$ cat src/hdl/pts_pkg.sv
// ----------------------------------------------------------------------------
// pts_pkg: shared types and constants for the period to engine speed block
// Widths, limits and the stage record passed along the divider cells.
// ----------------------------------------------------------------------------
package pts_pkg;

  // field widths
  localparam int PERIOD_W = 32;
  localparam int COARSE_W = 16;
  localparam int CYL_W    = 4;
  localparam int RAW_W    = 16;
  localparam int RPM_W    = 13;
  localparam int FINE_W   = 15;

  // divider sizes: quotient bits equal the numerator width
  localparam int QUO_W = 26;
  localparam int REM_W = COARSE_W + CYL_W;

  // configuration port
  localparam int CFG_IDX_W  = 1;
  localparam int CFG_DATA_W = CYL_W;

  typedef enum logic [CFG_IDX_W-1:0] {
    REG_CALC_ENABLE    = 1'b0,
    REG_CYLINDER_COUNT = 1'b1
  } reg_index_t;

  // constants of the speed formula
  localparam logic [QUO_W-1:0]    SPEED_NUMER  = 26'd37500000;
  localparam logic [PERIOD_W-1:0] COARSE_LIMIT = 32'd8388416;
  localparam logic [23:0]         COARSE_HALF  = 24'd64;
  localparam int                  COARSE_SHIFT = 7;
  localparam logic [RAW_W-1:0]    SAT16        = 16'hFFFF;
  localparam logic [RPM_W-1:0]    BDC_MAX      = 13'd8000;
  localparam logic [RPM_W-1:0]    LIMITED_MAX  = 13'd7500;
  localparam logic [FINE_W-1:0]   FINE_MAX     = 15'd32000;
  localparam logic [CYL_W-1:0]    CYL_RESET    = 4'd4;

  // record carried from cell to cell
  typedef struct packed {
    logic [COARSE_W-1:0] coarse;
    logic [REM_W-1:0]    denom;
    logic [REM_W-1:0]    rem;
    logic [QUO_W-1:0]    quo;
  } cell_data_t;

endpackage

$ cat src/hdl/pts_front.sv
// ----------------------------------------------------------------------------
// pts_front: configuration registers and period rounding
// Rounds the period to 128-tick units, forms the divisor, drops requests
// while computation is disabled.
// ----------------------------------------------------------------------------
module pts_front (
  input  logic                            clk,
  input  logic                            rst,
  input  logic                            cfg_write,
  input  logic [pts_pkg::CFG_IDX_W-1:0]   cfg_index,
  input  logic [pts_pkg::CFG_DATA_W-1:0]  cfg_data,
  input  logic                            up_valid,
  output logic                            up_ready,
  input  logic [pts_pkg::PERIOD_W-1:0]    period_ticks,
  output logic                            dn_valid,
  input  logic                            dn_ready,
  output pts_pkg::cell_data_t             dn_data
);
  import pts_pkg::*;

  logic                calc_enable;
  logic [CYL_W-1:0]    cylinder_count;
  logic [23:0]         period_sum;
  logic [COARSE_W-1:0] coarse_c;
  logic [REM_W-1:0]    denom_c;

  // configuration registers
  always_ff @(posedge clk) begin
    if (rst) begin
      calc_enable    <= 1'b1;
      cylinder_count <= CYL_RESET;
    end else if (cfg_write) begin
      case (reg_index_t'(cfg_index))
        REG_CALC_ENABLE:    calc_enable    <= cfg_data[0];
        REG_CYLINDER_COUNT: cylinder_count <= cfg_data;
        default: ;
      endcase
    end
  end

  // round to 128-tick units, saturate long periods
  always_comb begin
    period_sum = period_ticks[23:0] + COARSE_HALF;
    if (period_ticks <= COARSE_LIMIT) begin
      coarse_c = period_sum[COARSE_SHIFT +: COARSE_W];
    end else begin
      coarse_c = SAT16;
    end
    denom_c = REM_W'({{CYL_W{1'b0}}, coarse_c} * {{COARSE_W{1'b0}}, cylinder_count});
  end

  // stage register
  assign up_ready = !dn_valid || dn_ready;

  always_ff @(posedge clk) begin
    if (rst) begin
      dn_valid <= 1'b0;
    end else if (up_ready) begin
      dn_valid <= up_valid && calc_enable;
    end
  end

  always_ff @(posedge clk) begin
    if (up_ready && up_valid) begin
      dn_data.coarse <= coarse_c;
      dn_data.denom  <= denom_c;
      dn_data.rem    <= '0;
      dn_data.quo    <= '0;
    end
  end

endmodule

$ cat src/hdl/pts_cell.sv
// ----------------------------------------------------------------------------
// pts_cell: one restoring division step
// Shifts one numerator bit into the partial remainder, subtracts the divisor
// when it fits and appends one quotient bit.
// ----------------------------------------------------------------------------
module pts_cell (
  input  logic                 clk,
  input  logic                 rst,
  input  logic                 num_bit,
  input  logic                 up_valid,
  output logic                 up_ready,
  input  pts_pkg::cell_data_t  up_data,
  output logic                 dn_valid,
  input  logic                 dn_ready,
  output pts_pkg::cell_data_t  dn_data
);
  import pts_pkg::*;

  logic [REM_W:0]   trial;
  logic [REM_W:0]   diff;
  logic             fits;
  cell_data_t       step_c;

  // trial subtraction
  always_comb begin
    trial  = {up_data.rem, num_bit};
    diff   = trial - {1'b0, up_data.denom};
    fits   = trial >= {1'b0, up_data.denom};
    step_c = up_data;
    step_c.rem = fits ? diff[REM_W-1:0] : trial[REM_W-1:0];
    step_c.quo = {up_data.quo[QUO_W-2:0], fits};
  end

  // stage register, holds while downstream stalls
  assign up_ready = !dn_valid || dn_ready;

  always_ff @(posedge clk) begin
    if (rst) begin
      dn_valid <= 1'b0;
    end else if (up_ready) begin
      dn_valid <= up_valid;
    end
  end

  always_ff @(posedge clk) begin
    if (up_ready && up_valid) begin
      dn_data <= step_c;
    end
  end

endmodule

$ cat src/hdl/pts_back.sv
// ----------------------------------------------------------------------------
// pts_back: speed derivation and output register
// Saturates the quotient and forms the rpm, clamped and fine speeds.
// ----------------------------------------------------------------------------
module pts_back (
  input  logic                          clk,
  input  logic                          rst,
  input  logic                          up_valid,
  output logic                          up_ready,
  input  pts_pkg::cell_data_t           up_data,
  output logic                          out_valid,
  input  logic                          out_ready,
  output logic [pts_pkg::COARSE_W-1:0]  period_coarse,
  output logic [pts_pkg::RAW_W-1:0]     speed_raw,
  output logic [pts_pkg::RPM_W-1:0]     speed_rpm,
  output logic [pts_pkg::RPM_W-1:0]     speed_bdc,
  output logic [pts_pkg::FINE_W-1:0]    speed_fine,
  output logic [pts_pkg::RPM_W-1:0]     speed_limited
);
  import pts_pkg::*;

  logic [RAW_W-1:0]  raw_c;
  logic [RPM_W-1:0]  rpm_c;
  logic [RPM_W-1:0]  bdc_c;
  logic [RPM_W-1:0]  lim_c;
  logic [FINE_W-1:0] half_c;
  logic [FINE_W-1:0] fine_c;

  // saturate quotient, zero divisor gives zero speed
  always_comb begin
    if (up_data.denom == '0) begin
      raw_c = '0;
    end else if (|up_data.quo[QUO_W-1:RAW_W]) begin
      raw_c = SAT16;
    end else begin
      raw_c = up_data.quo[RAW_W-1:0];
    end
    rpm_c  = raw_c[RAW_W-1:3];
    bdc_c  = (rpm_c > BDC_MAX) ? BDC_MAX : rpm_c;
    lim_c  = (rpm_c > LIMITED_MAX) ? LIMITED_MAX : rpm_c;
    half_c = raw_c[RAW_W-1:1];
    fine_c = (half_c > FINE_MAX) ? FINE_MAX : half_c;
  end

  // output register
  assign up_ready = !out_valid || out_ready;

  always_ff @(posedge clk) begin
    if (rst) begin
      out_valid <= 1'b0;
    end else if (up_ready) begin
      out_valid <= up_valid;
    end
  end

  always_ff @(posedge clk) begin
    if (up_ready && up_valid) begin
      period_coarse <= up_data.coarse;
      speed_raw     <= raw_c;
      speed_rpm     <= rpm_c;
      speed_bdc     <= bdc_c;
      speed_fine    <= fine_c;
      speed_limited <= lim_c;
    end
  end

`ifndef ASSERT_OFF
  a_clamp_order: assert property (@(posedge clk) disable iff (rst)
    out_valid |-> (speed_limited <= speed_bdc) && (speed_bdc <= speed_rpm))
    else $error("clamped speeds out of order");
`endif

endmodule

$ cat src/hdl/period_to_engine_speed.sv
// ----------------------------------------------------------------------------
// period_to_engine_speed: engine speed from the captured period
// Converts one period per bottom-dead-centre event into speed values.
// ----------------------------------------------------------------------------
// Usage
//   Input channel in_valid/in_ready carries period_ticks. Output channel
//   out_valid/out_ready carries period_coarse and the five speed values.
//   The config port writes calc_enable (index 0) and cylinder_count
//   (index 1) on cfg_write; write only while no request is in flight.
//   A request taken while calc_enable is clear yields no result.
//   A request loads the rounding stage at the input accept edge, then
//   passes through each of the 26 division cells (one quotient bit each)
//   and then the output register. One request is accepted every cycle
//   while the chain is not backed up by a stalled receiver.
//   Each stage holds its request while the next one is full, so a stalled
//   receiver fills the chain bubble by bubble; in_ready drops only once
//   the first stage is full and blocked. in_ready follows out_ready
//   combinationally through the chain of stage readies.
//   Reset empties the chain and sets calc_enable to 1 and
//   cylinder_count to 4.
// ----------------------------------------------------------------------------
module period_to_engine_speed (
  input  logic                            clk,
  input  logic                            rst,
  input  logic                            cfg_write,
  input  logic [pts_pkg::CFG_IDX_W-1:0]   cfg_index,
  input  logic [pts_pkg::CFG_DATA_W-1:0]  cfg_data,
  input  logic                            in_valid,
  output logic                            in_ready,
  input  logic [pts_pkg::PERIOD_W-1:0]    period_ticks,
  output logic                            out_valid,
  input  logic                            out_ready,
  output logic [pts_pkg::COARSE_W-1:0]    period_coarse,
  output logic [pts_pkg::RAW_W-1:0]       speed_raw,
  output logic [pts_pkg::RPM_W-1:0]       speed_rpm,
  output logic [pts_pkg::RPM_W-1:0]       speed_bdc,
  output logic [pts_pkg::FINE_W-1:0]      speed_fine,
  output logic [pts_pkg::RPM_W-1:0]       speed_limited
);
  import pts_pkg::*;

  logic       stage_valid [0:QUO_W];
  logic       stage_ready [0:QUO_W];
  cell_data_t stage_data  [0:QUO_W];

  // rounding and configuration
  pts_front u_front (
    .clk          (clk),
    .rst          (rst),
    .cfg_write    (cfg_write),
    .cfg_index    (cfg_index),
    .cfg_data     (cfg_data),
    .up_valid     (in_valid),
    .up_ready     (in_ready),
    .period_ticks (period_ticks),
    .dn_valid     (stage_valid[0]),
    .dn_ready     (stage_ready[0]),
    .dn_data      (stage_data[0])
  );

  // division cells, most significant quotient bit first
  for (genvar k = 0; k < QUO_W; k++) begin : g_cell
    pts_cell u_cell (
      .clk      (clk),
      .rst      (rst),
      .num_bit  (SPEED_NUMER[QUO_W-1-k]),
      .up_valid (stage_valid[k]),
      .up_ready (stage_ready[k]),
      .up_data  (stage_data[k]),
      .dn_valid (stage_valid[k+1]),
      .dn_ready (stage_ready[k+1]),
      .dn_data  (stage_data[k+1])
    );
  end

  // speed derivation and output register
  pts_back u_back (
    .clk           (clk),
    .rst           (rst),
    .up_valid      (stage_valid[QUO_W]),
    .up_ready      (stage_ready[QUO_W]),
    .up_data       (stage_data[QUO_W]),
    .out_valid     (out_valid),
    .out_ready     (out_ready),
    .period_coarse (period_coarse),
    .speed_raw     (speed_raw),
    .speed_rpm     (speed_rpm),
    .speed_bdc     (speed_bdc),
    .speed_fine    (speed_fine),
    .speed_limited (speed_limited)
  );

`ifndef ASSERT_OFF
  a_reset_empty: assert property (@(posedge clk)
    $past(rst) |-> !out_valid)
    else $error("result present right after reset");

  a_front_free: assert property (@(posedge clk) disable iff (rst)
    !stage_valid[0] |-> in_ready)
    else $error("input blocked while first stage is empty");

  a_zero_period: assert property (@(posedge clk) disable iff (rst)
    out_valid && (period_coarse == '0) |-> (speed_raw == '0) && (speed_fine == '0))
    else $error("nonzero speed for zero coarse period");
`endif

endmodule

$ cat config.mk
export PLATFORM = sky130hd
export DESIGN_NAME = period_to_engine_speed
export DESIGN_NICKNAME = d
export VERILOG_FILES = /design/src/hdl/pts_pkg.sv /design/src/hdl/pts_front.sv /design/src/hdl/pts_cell.sv /design/src/hdl/pts_back.sv /design/src/hdl/period_to_engine_speed.sv
export SDC_FILE = /design/constraint.sdc
export NUM_CORES = 2
export LEC_CHECK = 0
export ABC_CLOCK_PERIOD_IN_PS = 7600
export BUFFER_PORTS_ARGS = -buffer_cell sky130_fd_sc_hd__buf_2
export CORE_MARGIN = 2
export CORE_UTILIZATION = 59
export CTS_BUF_LIST = sky130_fd_sc_hd__clkbuf_8
export CTS_CLUSTER_DIAMETER = 100
export DETAILED_ROUTE_END_ITERATION = 16
export GPL_ROUTABILITY_DRIVEN = 0
export GPL_TIMING_DRIVEN = 0
export HOLD_SLACK_MARGIN = 0.08
export PLACE_DENSITY = 0.88
export SLEW_MARGIN = 5
export SYNTH_ARGS = -nofsm -noshare
export SYNTH_HDL_FRONTEND = slang
export SYNTH_SLANG_ARGS = --single-unit
$ cat constraint.sdc
create_clock -name clk -period 7.6 [get_ports clk]
set_clock_uncertainty 0.1 [all_clocks]
set_input_delay 0.38 -clock clk [delete_from_list [all_inputs] [get_ports clk]]
set_output_delay 0.38 -clock clk [all_outputs]
set_load 0.01 [all_outputs]
Word-level counts from Yosys, hierarchy flattened:

Index checks and enable logic that the tools add are counted.
Widths: inputs -> output; s select.

* input port bits: 42
* output and inout port bits: 88
* register bits: 1942

* multiply operators: 1
* $add $sub $neg: 26
* reductions and logical operators: 89
* bitwise operators: 1
* order comparisons: 30
* multiplexer cells: 27

Operator list (number)
* $ge 21x20->1: 25
* $mux 20: 24
* $sub 20x20->20: 24
* $mux 16: 3
* $le 32x23->1 const B: 1
* $logic_and 1x1->1: 29
* $logic_not 1->1: 28
* $logic_or 1x1->1: 28
* $gt 13x13->1 const B: 2
* $add 23x7->23 const B: 1
* $ge 1x20->1 const A: 1
* $logic_not 20->1: 1
* $mul 16x4->20: 1
* $sub 1x20->20 const A: 1
* $gt 15x15->1 const B: 1
* $reduce_or 10->1: 1
* $reduce_and 2->1: 2
* $not 1->1: 1

Longest topological paths before layout:

* word-level depth: 30
* gate-level depth with buffers: 22
* mapped depth without buffers: 21

Hierarchy:

A second synthesis with hierarchy kept.

* cell total of the unflattened synthesis: 8411
* area, all modules: 108873.2 sq um

Modules (own cells, without submodules)
* pts_cell at g_cell[13].u_cell ...: cells an instance 291, times used 17, seq. area each 2482.4 sq um, area an instance 3821.2 sq um
* pts_cell at g_cell[0].u_cell ...: cells an instance 317, times used 8, seq. area each 2482.4 sq um, area an instance 4115.2 sq um
* pts_front: cells an instance 444, times used 1, seq. area each 1201.2 sq um, area an instance 4112.7 sq um
* pts_cell at g_cell[1].u_cell: cells an instance 275, times used 1, seq. area each 2482.4 sq um, area an instance 3952.5 sq um
* pts_back: cells an instance 207, times used 1, seq. area each 2212.1 sq um, area an instance 2919.0 sq um
* period_to_engine_speed: cells an instance 2, times used 1, seq. area each 0.0 sq um, area an instance 7.5 sq um

Worst setup path after synthesis:

OpenSTA, ideal clock, no wires.

* path type: reg-to-reg
* start point: register u_back.out_valid
* end point: register g_cell[23].u_cell.dn_data[0] (netlist name) (enable)
* cell stages (with the launch flop): 4
* setup time: 641 ps
* data arrival time: 6532 ps
* slack: 328 ps
* cell sequence: dfxtp_1 -> nor2b_1 -> and3_1 -> a21boi_0

* cells in the longest elaborated chain, start to end: 6

Ends and longest elaborated chain
* start: declaration: line pts_back.sv:11 `output logic out_valid,`
* start signal: assignment: line pts_back.sv:52 `out_valid <= up_valid;`
* $logic_not 1->1: line pts_back.sv:46 `assign up_ready = !out_valid || out_ready;`
* $logic_or 1x1->1: line pts_back.sv:46
* $logic_or 1x1->1 (3 in a row): line pts_cell.sv:35 `assign up_ready = !dn_valid || dn_ready;`
* $logic_and 1x1->1: line pts_cell.sv:46 `if (up_ready && up_valid) begin`
* end signal: assignment: line pts_cell.sv:47 `dn_data <= step_c;`
* end: declaration: line pts_cell.sv:15 `output pts_pkg::cell_data_t dn_data`

Every way passes these cells.
A chain may end at the register's enable or synchronous reset.

Final worst setup path:

* start point: input port period_ticks[23] (netlist name)
* end point: register u_front.dn_data[65] (netlist name) (data pin)

* cells in the longest elaborated chain, start to end: 3

Ends and longest elaborated chain
* start: declaration: line period_to_engine_speed.sv:30 `input logic [pts_pkg::PERIOD_W-1:0] period_ticks,`
* $le 32x23->1: line pts_front.sv:44 `if (period_ticks <= COARSE_LIMIT) begin`
* $mux 16: line pts_front.sv:44
* net u_front.coarse_c[1]: line pts_front.sv:24 `logic [COARSE_W-1:0] coarse_c;`
* $mul 16x4->20: line pts_front.sv:49 `denom_c = REM_W'({{CYL_W{1'b0}}, coarse_c} * {{COARSE_W{1'b0}}, cylinder_count});`
* net u_front.denom_c[19]: line pts_front.sv:25 `logic [REM_W-1:0] denom_c;`
* end: declaration: line pts_front.sv:17 `output pts_pkg::cell_data_t dn_data`

The timed path passes the listed nets, and every way through them passes these cells.

==> results.txt <==
----------------------------------------------------
[STA]
  Fmax achieved ... around 160 MHz
  Worst max-slew margin expressed relative to the limit ... 38.39%
  Setup ws final ... 1.374 ns
  Hold violation count in the final report ... 0
  Unrepaired setup endpoints after global routing ... no
  Number of setup violations in the final report ... 0
  Measured slew at the worst slew-check pin ... 0.9241 ns
  Final count of pins violating max slew ... 0
  Time the final worst path needs with I/O delays and setup ... 6.226 ns
  Final critical-path share of the clock period ... 81.93%
  Setup TNS ... 0 ns

[Clock network]
  CTS H-tree lvls ... 5
  Clock buffers created by TritonCTS ... 311
  Post-CTS Setup Inserts ... 0
  Max clock buf depth ... 4
  Clock root buffer ... clkbuf_8
  TritonCTS clock tree ... yes
  Source-to-sink clock delay at the later pin of the worst-skew pair ... 0.98 ns
  Clock sink count ... slightly below 2k
  CTS clock-pin slew for the worst setup and hold paths ... 0.06 ns

[Power and ir drop]
  Proportion of total power due to net switching ... approximately a fifth
  Power Dens Cells ... 204.8 nW/um^2
  Relative contribution of combinational cells to total power ... ~3.3%
  Sequential power share ... 56.8%
  Internal power component ... 16.29 mW
  Lkg Pwr ... roughly 38 nW
  Worst vdd rail ir drop ... 0.1661 mV
  Clk network pwr share ... 39.9%
  Total power ... about 20 mW
  Reported net switching power ... 4.309 mW

[Synth]
  Main area contributors after synthesis ... edfxtp_1, ha_1, inv_1, xnor2_1, a21oi_1
  Total number of yosys warnings ... 0
  Mapped Area ... 90,080 sq um
  Post-synthesis async set-or-reset flop share ... 0%
  Mapped Nets ... between 7k and 8k
  Count of flip-flops with a built-in enable after synthesis ... roughly 1.9k
  Primary FF master, synth ... edfxtp_1
  Share of the synthesized area in the top cell type ... 63.20%
  Synthesized instance count ... 6,846
  Register bit total from synthesis ... 1,929
  Number of distinct library cell variants in the gate-level netlist after synthesis ... 95
  Syn Area/Cell ... 13.16 sq um
  Cell type with the highest aggregate area in the netlist ... edfxtp_1
  Sequential area share after synthesis ... approximately 64%

[Floorplanning]
  Core area ... between 150,000 and 200,000 sq um
  Width of the die ... 394.8 um
  Overall die area ... 155,800 sq um
  Number of rows created at floorplan ... ~140
  I/O pin count ... 130
  DIE HEIGHT ... 394.8 um
  Initial Utilization ... 59.37%

[Place]
  Post-placement setup slack ... 1.807 ns
  Post-Place Cell Area ... about 94,000 sq um
  Sum of net half-perimeters after detailed placement ... between 100,000 and 150,000 um
  Buffers added on ports ... 128

[Min path]
  Depth of the worst hold-timing path ... 6
  Worst hold path startpoint ... period_ticks[7]
  Worst hold path type ... in2reg
  Hold worst-path end ... u_front.dn_data[47]

[Drt]
  Count of routing violations after the opening detailed-route iteration ... 5,593
  Post-DR vias/cell ... about 6
  WL final ... around 190,000 um
  DRC violation count after routing ... 0
  Mean routed wirelength per cell ... between 15 and 20 um
  Antenna Nets Post-Route ... 0
  First-pass iteration count of the detailed router ... 8
  Detailed-route via count ... 57.05k

[Layout]
  Utilization after layout ... 66.28%
  Share of cells above drive strength 1 ... 11.18%
  Signed area change from the synthesized netlist to the final layout ... 11.63%
  Most common cell after layout, fill and taps aside ... edfxtp_1
  Most frequent cells in the layout ... edfxtp_1, inv_1, ha_1
  Post-route standard cell area excluding fillers ... 100,600 sq um
  Fin nets ... 7,996

[Global route]
  First-pass GRT wire length ... approximately 300,000 um
  Total global routing track utilization ... 23.98%
  GRT Residual Overflow ... 0
  Largest net degree at the start of global routing ... 75
  Number of global-route vias before repair ... slightly below 60k
  Number of antenna violations at the first check in global routing ... 7

[Setup path]
  Startpoint types ... input pin
  Sum of buffers and inverters on the critical path ... 7
  End of the worst register-to-register path ... u_front.dn_data[65]
  Register-to-Register Setup Slack ... 2.83 ns
  Dominant delay contributor by cell family on the critical path ... buffers and inverters
  CP Cell Sequence ... dlygate4sd3_1 -> buf_2 -> nor2_1 -> dlygate4sd3_1 -> nand3_1 -> dlygate4sd3_1 -> a21oi_1 -> clkbuf_1 -> nand2_1 -> and2_1 -> fa_1 -> inv_1 -> fa_1 -> inv_1 -> ha_1 -> nand3_1 -> o22ai_1 -> o41a_1 -> a21o_1 -> nor2b_1 -> o31ai_1 -> nor2_1 -> a21oi_1 -> xor2_1
  Cell depth of the worst flop-to-flop path ... 15
  Nature of the critical path endpoint ... register
  Required time of the critical path ... between 8 and 9 ns
  Endpoint arrival time on the critical path ... 6.92 ns
  Cell with the largest stage delay on the worst path ... dlygate4sd3_1
  Worst stage delay on the critical path ... 0.57 ns
  Critical Path Fanout Max ... 10
  R2R Path Start ... u_front.cylinder_count[2]
  Type of the setup path with the least slack ... in2reg
  Crit-path most repeated cell ... dlygate4sd3_1

[Outcome]
  Result of the run ... finished, final reports clean

[Run]
  Max-Cap Viols ... 0

----------------------------------------------------
layer usage:
metal  up-vias  global-route usage [%]  share of wire (%)
li1      26210                       -                  -
met4         6                   13.88                5.9
met2      2877                   42.94                 51
met5         -                       0              0.019
met1     27150                   26.50                 36
met3       810                   4.674                6.7
kinds of logic (layout without fill, tap and decap cells):
| group | after synthesis | count (layout) | share of synthesized area [%] |
|---|---|---|---|
| DFF | 1929 | 1929 | 63.94 |
| and+or+nand+nor | 1581 | 1581 | 8.414 |
| AOI/OAI and AO/OA | 1418 | 1418 | 10.05 |
| buffers and inverters | 812 | 1559 | 3.511 |
| adders and majority gates | 570 | 570 | 8.350 |
| xor gates and xnor gates | 366 | 366 | 3.558 |
| muxes | 170 | 170 | 2.183 |
| other | 0 | 4 | 0 |
through the flow:
stage | hold slack (ns) | std cells
after global routing | 0.2124 | 9626
after floorplan | 0.3003 | 6846
after detailed placement | 0.3045 | 9048
after global placement | 0.3002 | 9004
after CTS | 0.1236 | 9623
final | 0.2548 | 9627
area by class of cell:
cell class	instances	area (sq um)
flip-flops and latches	1929	57600
fillers	9688	51160
multi-input cells	4105	29560
clock buffers	323	4446
inverters	694	2605
well taps	2030	2540
repair buffers	225	2097
clock inverters	199	1155
plain buffers	118	558.0
diodes	4	10.01
worst max path at each step:
stage	endpoint	cells past startpoint	from
floorplan	g_cell[23].u_cell.dn_data[0]	3	u_back.out_valid
global placement	g_cell[9].u_cell.dn_data[29]	6	out_ready
detailed placement	u_front.dn_data[64]	23	period_ticks[11]
CTS	u_front.dn_data[65]	24	period_ticks[23]
global route	u_front.dn_data[65]	24	period_ticks[23]
finish	u_front.dn_data[65]	24	period_ticks[23]
synthesized netlist by cell type, types with 55 or more instances:
| master | number |
|---|---|
| a21o_1 | 110 |
| nor4_1 | 62 |
| nand2b_1 | 76 |
| inv_1 | 692 |
| nor3_1 | 89 |
| ha_1 | 518 |
| o21a_1 | 106 |
| nand2_1 | 458 |
| nand4_1 | 65 |
| a21oi_1 | 390 |
| and2_1 | 70 |
| nor2_1 | 416 |
| nand3_1 | 93 |
| xnor2_1 | 224 |
| nor2b_1 | 86 |
| edfxtp_1 | 1896 |
| xor2_1 | 142 |
| a31oi_1 | 55 |
| o21ai_0 | 385 |
| clkbuf_1 | 73 |
| mux2_2 | 128 |
power by group through the flow:
stage          Clock [mW]  Sequential [mW]  Combinational (mW)
3_5_place_dp            0             11.9               0.618
6_report             8.22             11.7               0.673
2_1_floorplan           0             11.9               0.471
4_1_cts              8.34             11.7               0.652
5_1_grt              8.79             11.7               0.732
3_3_place_gp            0             11.9               0.573
registers in the layout (all words and copies together) (netlist names), 3 cells and up:
register and cells:
g_cell.u_cell.dn_data 1787, g_cell.u_cell.dn_valid 26, u_back.period_coarse 16, u_back.speed_bdc 13, u_back.speed_fine 15, u_back.speed_limited 13, u_back.speed_raw 3, u_back.speed_rpm 13
u_front.cylinder_count 4, u_front.dn_data 36
worst reg2reg max path, stage by stage, from the launching register on:
cell,delay (ns)
dfxtp_1,0.53
clkbuf_1,0.42
nand2_1,0.15
fa_1,0.52
fa_1,0.56
inv_1,0.07
ha_1,0.30
a21oi_1,0.25
o22ai_1,0.16
o41a_1,0.39
a21o_1,0.22
nor2b_1,0.16
o31ai_1,0.13
nor2_1,0.23
a21oi_1,0.14
xor2_1,0.18
timing repair:
item / CTS / global route
endpoints found under the hold margin: 103 / 0
gates resized for setup: 0 / 0
hold buffers: 53 / 0
(Power assumes the default switching activity.)
